<file path="config.mk">
export PLATFORM = sky130hd
export DESIGN_NAME = tsfvl_ram
export DESIGN_NICKNAME = d
export VERILOG_FILES = /design/src/rtl/tsfvl_ram.sv
export SDC_FILE = /design/constraint.sdc
export NUM_CORES = 1
export LEC_CHECK = 0
export ABC_CLOCK_PERIOD_IN_PS = 5500
export BUFFER_PORTS_ARGS = -buffer_cell sky130_fd_sc_hd__buf_2
export CAP_MARGIN = 20
export CORE_ASPECT_RATIO = 1.1
export CORE_MARGIN = 2
export CORE_UTILIZATION = 40
export CTS_CLUSTER_SIZE = 30
export DETAILED_ROUTE_END_ITERATION = 10
export MAX_ROUTING_LAYER = met4
export SLEW_MARGIN = 0
export SYNTH_ARGS = -nofsm -noshare
export SYNTH_HDL_FRONTEND = slang
export SYNTH_SLANG_ARGS = --single-unit
</file>
<file path="constraint.sdc">
create_clock -name clk_i -period 5.5 [get_ports clk_i]
set_input_delay 1.375 -clock clk_i [delete_from_list [all_inputs] [get_ports clk_i]]
set_output_delay 1.375 -clock clk_i [all_outputs]
set_load 0.005 [all_outputs]
</file>
<file path="src/rtl/tsfvl_ram.sv">
// Generic simple dual-port RAM, one write and one registered read port.
// No dependencies.
module tsfvl_ram #(
  parameter int unsigned WIDTH = 32,
  parameter int unsigned DEPTH = 32
) (
  input  logic                     clk_i,
  input  logic                     we_i,
  input  logic [$clog2(DEPTH)-1:0] waddr_i,
  input  logic [WIDTH-1:0]         wdata_i,
  input  logic                     re_i,
  input  logic [$clog2(DEPTH)-1:0] raddr_i,
  output logic [WIDTH-1:0]         rdata_o
);
  logic [WIDTH-1:0] mem [DEPTH];
  logic [WIDTH-1:0] rdata_q;

  always_ff @(posedge clk_i) begin
    if (we_i) mem[waddr_i] <= wdata_i;
    if (re_i) rdata_q <= mem[raddr_i];
  end

  assign rdata_o = rdata_q;
endmodule

</file>
* Yosys cells after proc, flatten, opt, wreduce, memory -nomap -nowiden
Memories as Yosys holds them, arrays and structs flattened. A register that Yosys moved wholly into a read port is not among the register bits. Cells that the tools add are included.
Operators by class: muxes and demuxes 2
Operators by type and width (count):
- 1-bit two-way mux | 2
Word-level totals: register bits 0, bits in writable memories 1024, bits of input ports 45, word-level logic and storage cells 3, memories kept 1
Memories:
- mem | words 32, bits a word 32, rd ports 1, clocked after memory_dff 1, write ports 1, line 15 | logic [WIDTH-1:0] mem [DEPTH];

* Longest topological paths before layout
Gate-level depths: netlist of the first run.
depth in word-level cells 2, gate-level depth with buffers 8

* Worst setup path before layout of the first run
No wires, ideal clock.
kind input port to flip-flop, from input port waddr_i[1], to memory mem[12][0], enable pin, setup time 421 ps, arrival 3388 ps, data required time 5079 ps, path slack 1691 ps, stages 3, path buffers 1, cell sequence or3b_2 > clkbuf_1 > nor2_1
RTL lines:
- start, declared | line 9 | input logic [$clog2(DEPTH)-1:0] waddr_i,
- end, declared | line 15
Straight into the memory's write port.

==> metrics.txt, run 1 <==
crit-path cells=buf_8 -> buf_12 -> buf_4 -> mux2i_1 -> a22o_1 -> nor3_1 -> a31oi_1 -> nand3_1; WHS Endpoint=rdata_o[4]; Mapped Area=40800 um2; Longest Clk Path Bufs=3; Fin Hold WS=685 ps; required time worst endpoint=5870 ps; all-layer global routing usage=19.4%; Arr. time, crit path=3710 ps; post-CTS setup buffer count=0; Worst path max stage delay=550 ps; Avg Inst Size Synth=18.1 um2; Clock Sinks=1056; Worst-path clk slew=60 ps; Root Buffer=clkbuf_16; Iteration-0 DRC Markers=1950; Post-CTS Resized=0; Distinct cells, synth=24; kind of critical path=primary input to register; area growth from synthesis to layout=14.0%; run status=finished clean; Hold Path Origin=mem[27][4]; syn nets=2305; Final setup viols=0; 1st-pass router iterations=5; routed vias=20700; die width=309 um; Routed wire per std cell=25.8 um; VDD IR max=0.264 mV; Power Dens Cells=358 nW/um2; Hold Crit Class=register to register; post-route ant nets=0; Critical R2R Launch=mem[0][15]; RR Endpoint=rdata_o[15]; commonest cells after routing, fill and taps aside=1056 x edfxtp_1, 512 x mux2i_1, 100 x clkbuf_16, 98 x nand3_1, 97 x nand2_1; Final Net Count=2424; register area share after synthesis=77.7%; CTS buffer count=97; min Tclk post-route=3340 ps; largest net degree at the start of global routing=93; initial antenna violation count=13; Final Wtd Congestion=0.811; remaining global-route overflow=0; unrepaired setup endpoints after global routing=false; # Max-Cap Violations=0; worst rel slew slack=35.4%; core area=101000 um2; Worst-Margin Slew=966 ps; Post-Syn Instances=2260; register bit total from synthesis=1056; Fillers=8424; Top Ports=77; first-pass GRT wire length=143000 um; Final Hold Fails=0; crit path max fanout=66; R2R setup slack=3840 ps; fin crit share=60.7%; worst-path cell with the longest stage delay=buf_8; Hold-fix buffers, CTS=0; Worst Setup End Kind=register; leakage=16.0 nW; vias in the first global route=21100; final WL=98800 um; share of post-route cells with drive strength above 1=13.2%; Fmax=0.300 GHz; clock skew=15.8 ps; port buffer count=76; CTS H-tree depth=3; HPWL after DPL=57800 um; row cnt=122; DIE AREA=105000 um2; most common cell after layout, fill and taps aside=edfxtp_1; CTS tree=yes; Critical Path Source Type=primary input; hold-critical path depth=4; routed vias/inst=5.42; worst skew pair latency=660 ps; Initial Util=40.4%; Synthesis Warnings=0; Sum Neg Setup Slack=0 ps; Die Y=339 um; DRC viols=0; fin. max-slew vios=0; reg2reg path depth=5
-- power breakdown --
| group | internal [mW] | switching [mW] | leakage (nW) | total, mW |
|---|---|---|---|---|
| clock network | 3.95 | 2.85 | 1.57 | 6.80 |
| registers | 8.98 | 0.0377 | 9.54 | 9.02 |
| logic | 0.270 | 0.570 | 4.85 | 0.840 |
| total | 13.2 | 3.46 | 16.0 | 16.7 |
-- worst max path at each step --
stage               start           to  slack [ps]
2_1_floorplan  waddr_i[1]   mem[12][0]        1690
3_3_place_gp   raddr_i[0]  rdata_o[26]        1490
3_5_place_dp   raddr_i[0]  rdata_o[26]        1460
4_1_cts        raddr_i[0]  rdata_o[26]        2180
5_1_grt        raddr_i[0]  rdata_o[26]        2090
6_report       raddr_i[0]  rdata_o[26]        2160
-- layer usage --
layer,track usage [%],up-vias,routed length (um)
li1,-,9245,-
met1,24.0,10700,39700
met2,32.2,610,49900
met3,3.39,159,6060
met4,6.43,0,3100
met5,-,-,0
-- Yosys cell counts (all sizes together) --
cell / count / area, um2
a21oi: 96 / 480
nand3b: 5 / 37.5
nor3: 32 / 160
nand3: 98 / 490
and2: 1 / 6.26
nand2b: 2 / 12.5
buf: 79 / 566
or3b: 3 / 26.3
a22o: 64 / 561
nor2b: 1 / 6.26
or2: 1 / 6.26
a22oi: 96 / 721
or3: 1 / 6.26
edfxtp: 1056 / 31700
nor2: 34 / 128
a31oi: 32 / 200
clkbuf: 48 / 188
and2b: 1 / 7.51
mux2i: 512 / 5120
nand2: 98 / 368
-- sequential cells by signal, indices dropped and copies added (netlist names) --
register	flops
mem	1024
rdata_o	32
-- cell families after synthesis --
| family | share of synthesized area, % |
|---|---|
| flip-flops | 77.7 |
| multiplexers | 12.6 |
| AO/OA/AOI/OAI | 4.81 |
| AND/OR/NAND/NOR | 3.08 |
| buffers and inverters | 1.85 |
-- metrics by stage --
step                utilization [%]  cells  setup slack (ps)  area [um2]  power (mW)
CTS                            46.1   3820              2180       46500        16.8
floorplan                         -   2260              1690       40800        9.64
global route                   46.1   3829              2090       46500        17.2
detailed placement             42.9   3644              1460       43300        10.0
finish                         46.1   3829              2160       46500        16.7
global placement               42.8   3639              1490       43200        10.0
-- critical path, delay by kind of cell --
kind                   cells  cell delay (ps)
muxes                      1              270
AOI/OAI and AO/OA          2              480
and+or+nand+nor            2              250
buffers and inverters      3             1230
-- area by class of cell --
class / count / area, um2 / share of cell area [%]
Clock inverter: 52 / 621 / 1.33
Clock buffer: 124 / 2590 / 5.57
Multi-Input combinational cell: 1077 / 8610 / 18.5
Tap cell: 1364 / 1710 / 3.67
Antenna cell: 9 / 22.5 / 0.0484
Sequential cell: 1056 / 31700 / 68.2
Timing Repair Buffer: 147 / 1250 / 2.70
(Power assumes the default switching activity.)
==> inputs of run 2 (changes only) <==
--- a/config.mk
+++ b/config.mk
@@ -5,7 +5,8 @@
 export SDC_FILE = /design/constraint.sdc
 export NUM_CORES = 1
 export LEC_CHECK = 0
-export ABC_CLOCK_PERIOD_IN_PS = 5500
+export ABC_AREA = 1
+export ABC_CLOCK_PERIOD_IN_PS = 2800
 export BUFFER_PORTS_ARGS = -buffer_cell sky130_fd_sc_hd__buf_2
 export CAP_MARGIN = 20
 export CORE_ASPECT_RATIO = 1.1
==> constraint.sdc (replaced) <==
create_clock -name clk_i -period 2.8 [get_ports clk_i]
set_input_delay 0.7 -clock clk_i [delete_from_list [all_inputs] [get_ports clk_i]]
set_output_delay 0.7 -clock clk_i [all_outputs]
set_load 0.005 [all_outputs]
==> metrics.txt, run 2 <==
Power Dens Cells=681 nW/um2 (was 358 nW/um2); Arr. time, crit path=1470 ps (was 3710 ps); initial antenna violation count=6 (was 13); Initial Util=40.4% (about the same); sw power=7.39 mW (was 3.46 mW); Root Buffer=clkbuf_16 (unchanged); Switching Fraction=22.4% (was 20.8%); most frequent cell after synthesis=nand2_1 (was edfxtp_1); Worst-path clk slew=60 ps (about the same); die width=316 um (was 309 um); DRC viols=0 (unchanged); fin crit share=77.6%; run status=finished clean (unchanged); Hold Crit Class=primary input to register (was register to register); Clock Sinks=1056 (unchanged); core area=106000 um2 (was 101000 um2); 1st-pass router iterations=5 (unchanged); CTS buffer count=100 (was 97); Distinct cells, synth=13 (was 24); fin. max-slew vios=0 (unchanged); Critical Path Source Type=register (was primary input); Worst Setup End Kind=output pin (was register); # Max-Cap Violations=0 (unchanged); Crit path max-delay family=flip-flops (was buffers and inverters); Mapped Area=42700 um2 (was 40800 um2); routed vias/inst=5.32 (was 5.42); syn nets=3581 (was 2305); VDD IR max=0.436 mV (was 0.264 mV); Avg Inst Size Synth=12.1 um2 (was 18.1 um2); FFs w/ async S/R, synth=0% (unchanged); crit path max fanout=1 (was 66); final WL=117000 um (was 98800 um); Clk pwr share=40.1% (was 40.8%); worst skew pair latency=680 ps (was 660 ps); Util after Layout=45.9% (was 46.1%); min Tclk post-route=2170 ps; vias in the first global route=25900 (was 21100); Worst path max stage delay=590 ps (was 550 ps); placed insts=4918 (was 3644); prevailing post-synth register cell=edfxtp_1 (unchanged); Fillers=9475 (was 8424); Routed wire per std cell=22.9 um (was 25.8 um); Non-Filler Instances=5103 (was 3829); Longest Clk Path Bufs=3 (unchanged); Die Y=347 um (was 339 um); remaining global-route overflow=0 (unchanged); post-route ant nets=0 (unchanged); Hold-fix buffers, CTS=0 (unchanged); synth cell count leaders=1440 x nand2_1, 1056 x edfxtp_1, 780 x nand3_1, 83 x buf_2, 66 x buf_6 (was 1056 x edfxtp_1, 512 x mux2i_1, 98 x nand2_1, 98 x nand3_1); post-CTS setup buffer count=0 (unchanged); Final Net Count=3668 (was 2424); row cnt=125 (was 122); register bit total from synthesis=1056 (unchanged); commonest cells after routing, fill and taps aside=1440 x nand2_1, 1056 x edfxtp_1, 780 x nand3_1, 102 x clkbuf_16, 72 x buf_2 (was 1056 x edfxtp_1, 512 x mux2i_1, 100 x clkbuf_16, 98 x nand3_1, 97 x nand2_1); synth top area cells=edfxtp_1 74%, nand2_1 13%, nand3_1 9.1%, buf_6 1.7%, buf_2 0.97% (was edfxtp_1 78%, mux2i_1 13%, a22oi_1 1.8%, a22o_1 1.4%, nand3_1 1.2%); all-layer global routing usage=22.0% (was 19.4%); Final Hold Fails=0 (unchanged); HPWL after DPL=61600 um (was 57800 um); worst-path cell with the longest stage delay=edfxtp_1 (was buf_8); Int Pwr=25.6 mW (was 13.2 mW); Tot Pwr=33.0 mW (was 16.7 mW); Worst-Margin Slew=622 ps (was 966 ps); area growth from synthesis to layout=13.6% (was 14.0%); unrepaired setup endpoints after global routing=false (unchanged); share of the synthesized area in the top cell type=74.2% (was 77.7%); required time worst endpoint=2100 ps (was 5870 ps); port buffer count=76 (unchanged); worst rel slew slack=58.5% (was 35.4%); Buffers & Inverters on Critical Path=1 (was 3); sequential share of power=53.6% (was 54.1%); share of post-route cells with drive strength above 1=10.1% (was 13.2%); crit-path cells=buf_2 (was buf_8 -> buf_12 -> buf_4 -> mux2i_1 -> a22o_1 -> nor3_1 -> a31oi_1 -> nand3_1); clock skew=19.7 ps (was 15.8 ps); Gate power share=6.2% (was 5.0%); Iteration-0 DRC Markers=2797 (was 1950); Post-CTS Resized=0 (unchanged); Final Wtd Congestion=0.791 (was 0.811); DIE AREA=109000 um2 (was 105000 um2); Biggest register=mem (unchanged); CTS tree=yes (unchanged); post-synth top area cell=edfxtp_1 (unchanged); Fmax=0.460 GHz; Final setup viols=0 (unchanged); max FFs per register=1024 (unchanged); largest net degree at the start of global routing=90 (was 93); kind of critical path=register to output pin (was primary input to register); Top Ports=77 (unchanged); Post-Syn Instances=3536 (was 2260); routed vias=27100 (was 20700); CTS H-tree depth=3 (unchanged); most common cell after layout, fill and taps aside=nand2_1 (was edfxtp_1); register area share after synthesis=74.2% (was 77.7%); EDFF count, synth=1056 (unchanged); Synthesis Warnings=0 (unchanged); first-pass GRT wire length=173000 um (was 143000 um); Sum Neg Setup Slack=0 ps (unchanged); leakage=17.6 nW (was 16.0 nW)
-- run 2: cell type report --
| cell class | instances | area [um2] | area share, % |
|---|---|---|---|
| sequential | 1056 | 31700 | 65.3 |
| inverter | 10 | 67.6 | 0.139 |
| clock inverter | 62 | 538 | 1.11 |
| timing repair buffer | 203 | 2160 | 4.46 |
| multi-input combinational | 2252 | 9670 | 19.9 |
| tap | 1397 | 1750 | 3.60 |
| antenna | 2 | 5.00 | 0.0103 |
| clock buffer | 121 | 2620 | 5.41 |
-- run 2: cell families (layout without fill, tap and decap cells) --
| family | after synthesis | count (layout) | share of synthesized area, % |
|---|---|---|---|
| simple gates | 2252 | 2252 | 22.1 |
| buf+inv | 228 | 396 | 3.71 |
| other cells | 0 | 2 | 0 |
| flops | 1056 | 1056 | 74.2 |
-- run 2: worst paths after layout --
path	from	endpoint	slack [ps]	cells after the start
worst min-delay path	wdata_i[18]	mem[21][18]	520	1
worst max-delay path	rdata_o[16]	rdata_o[16]	630	1
worst min register to register	mem[26][19]	rdata_o[19]	820	8
worst max register to register	mem[29][24]	rdata_o[24]	1430	8
-- run 2: metal layers --
layer | vias to the layer above | wire length [um] | GRT usage, %
met3 | 170 | 7190 | 2.56
met2 | 909 | 58200 | 36.1
met4 | 0 | 2980 | 6.45
met5 | - | 0 | -
li1 | 12500 | - | -
met1 | 13500 | 48700 | 28.8
-- run 2: metrics by stage --
| stage | cell area, um2 | setup WS, ps | hold WS (ps) |
|---|---|---|---|
| after floorplan | 42700 | 23.5 | 764 |
| after global placement | 45400 | 419 | 809 |
| after detailed placement | 45400 | 412 | 817 |
| after CTS | 48500 | 631 | 486 |
| after global routing | 48500 | 634 | 522 |
| final | 48500 | 628 | 520 |
-- run 2: power groups by stage --
| stage | registers, mW | clock network [mW] | logic, mW |
|---|---|---|---|
| 4_1_cts | 17.7 | 13.4 | 2.07 |
| 3_5_place_dp | 18.0 | 0 | 2.07 |
| 2_1_floorplan | 18.0 | 0 | 1.21 |
| 3_3_place_gp | 18.0 | 0 | 2.04 |
| 6_report | 17.7 | 13.3 | 2.06 |
| 5_1_grt | 17.7 | 14.0 | 2.27 |
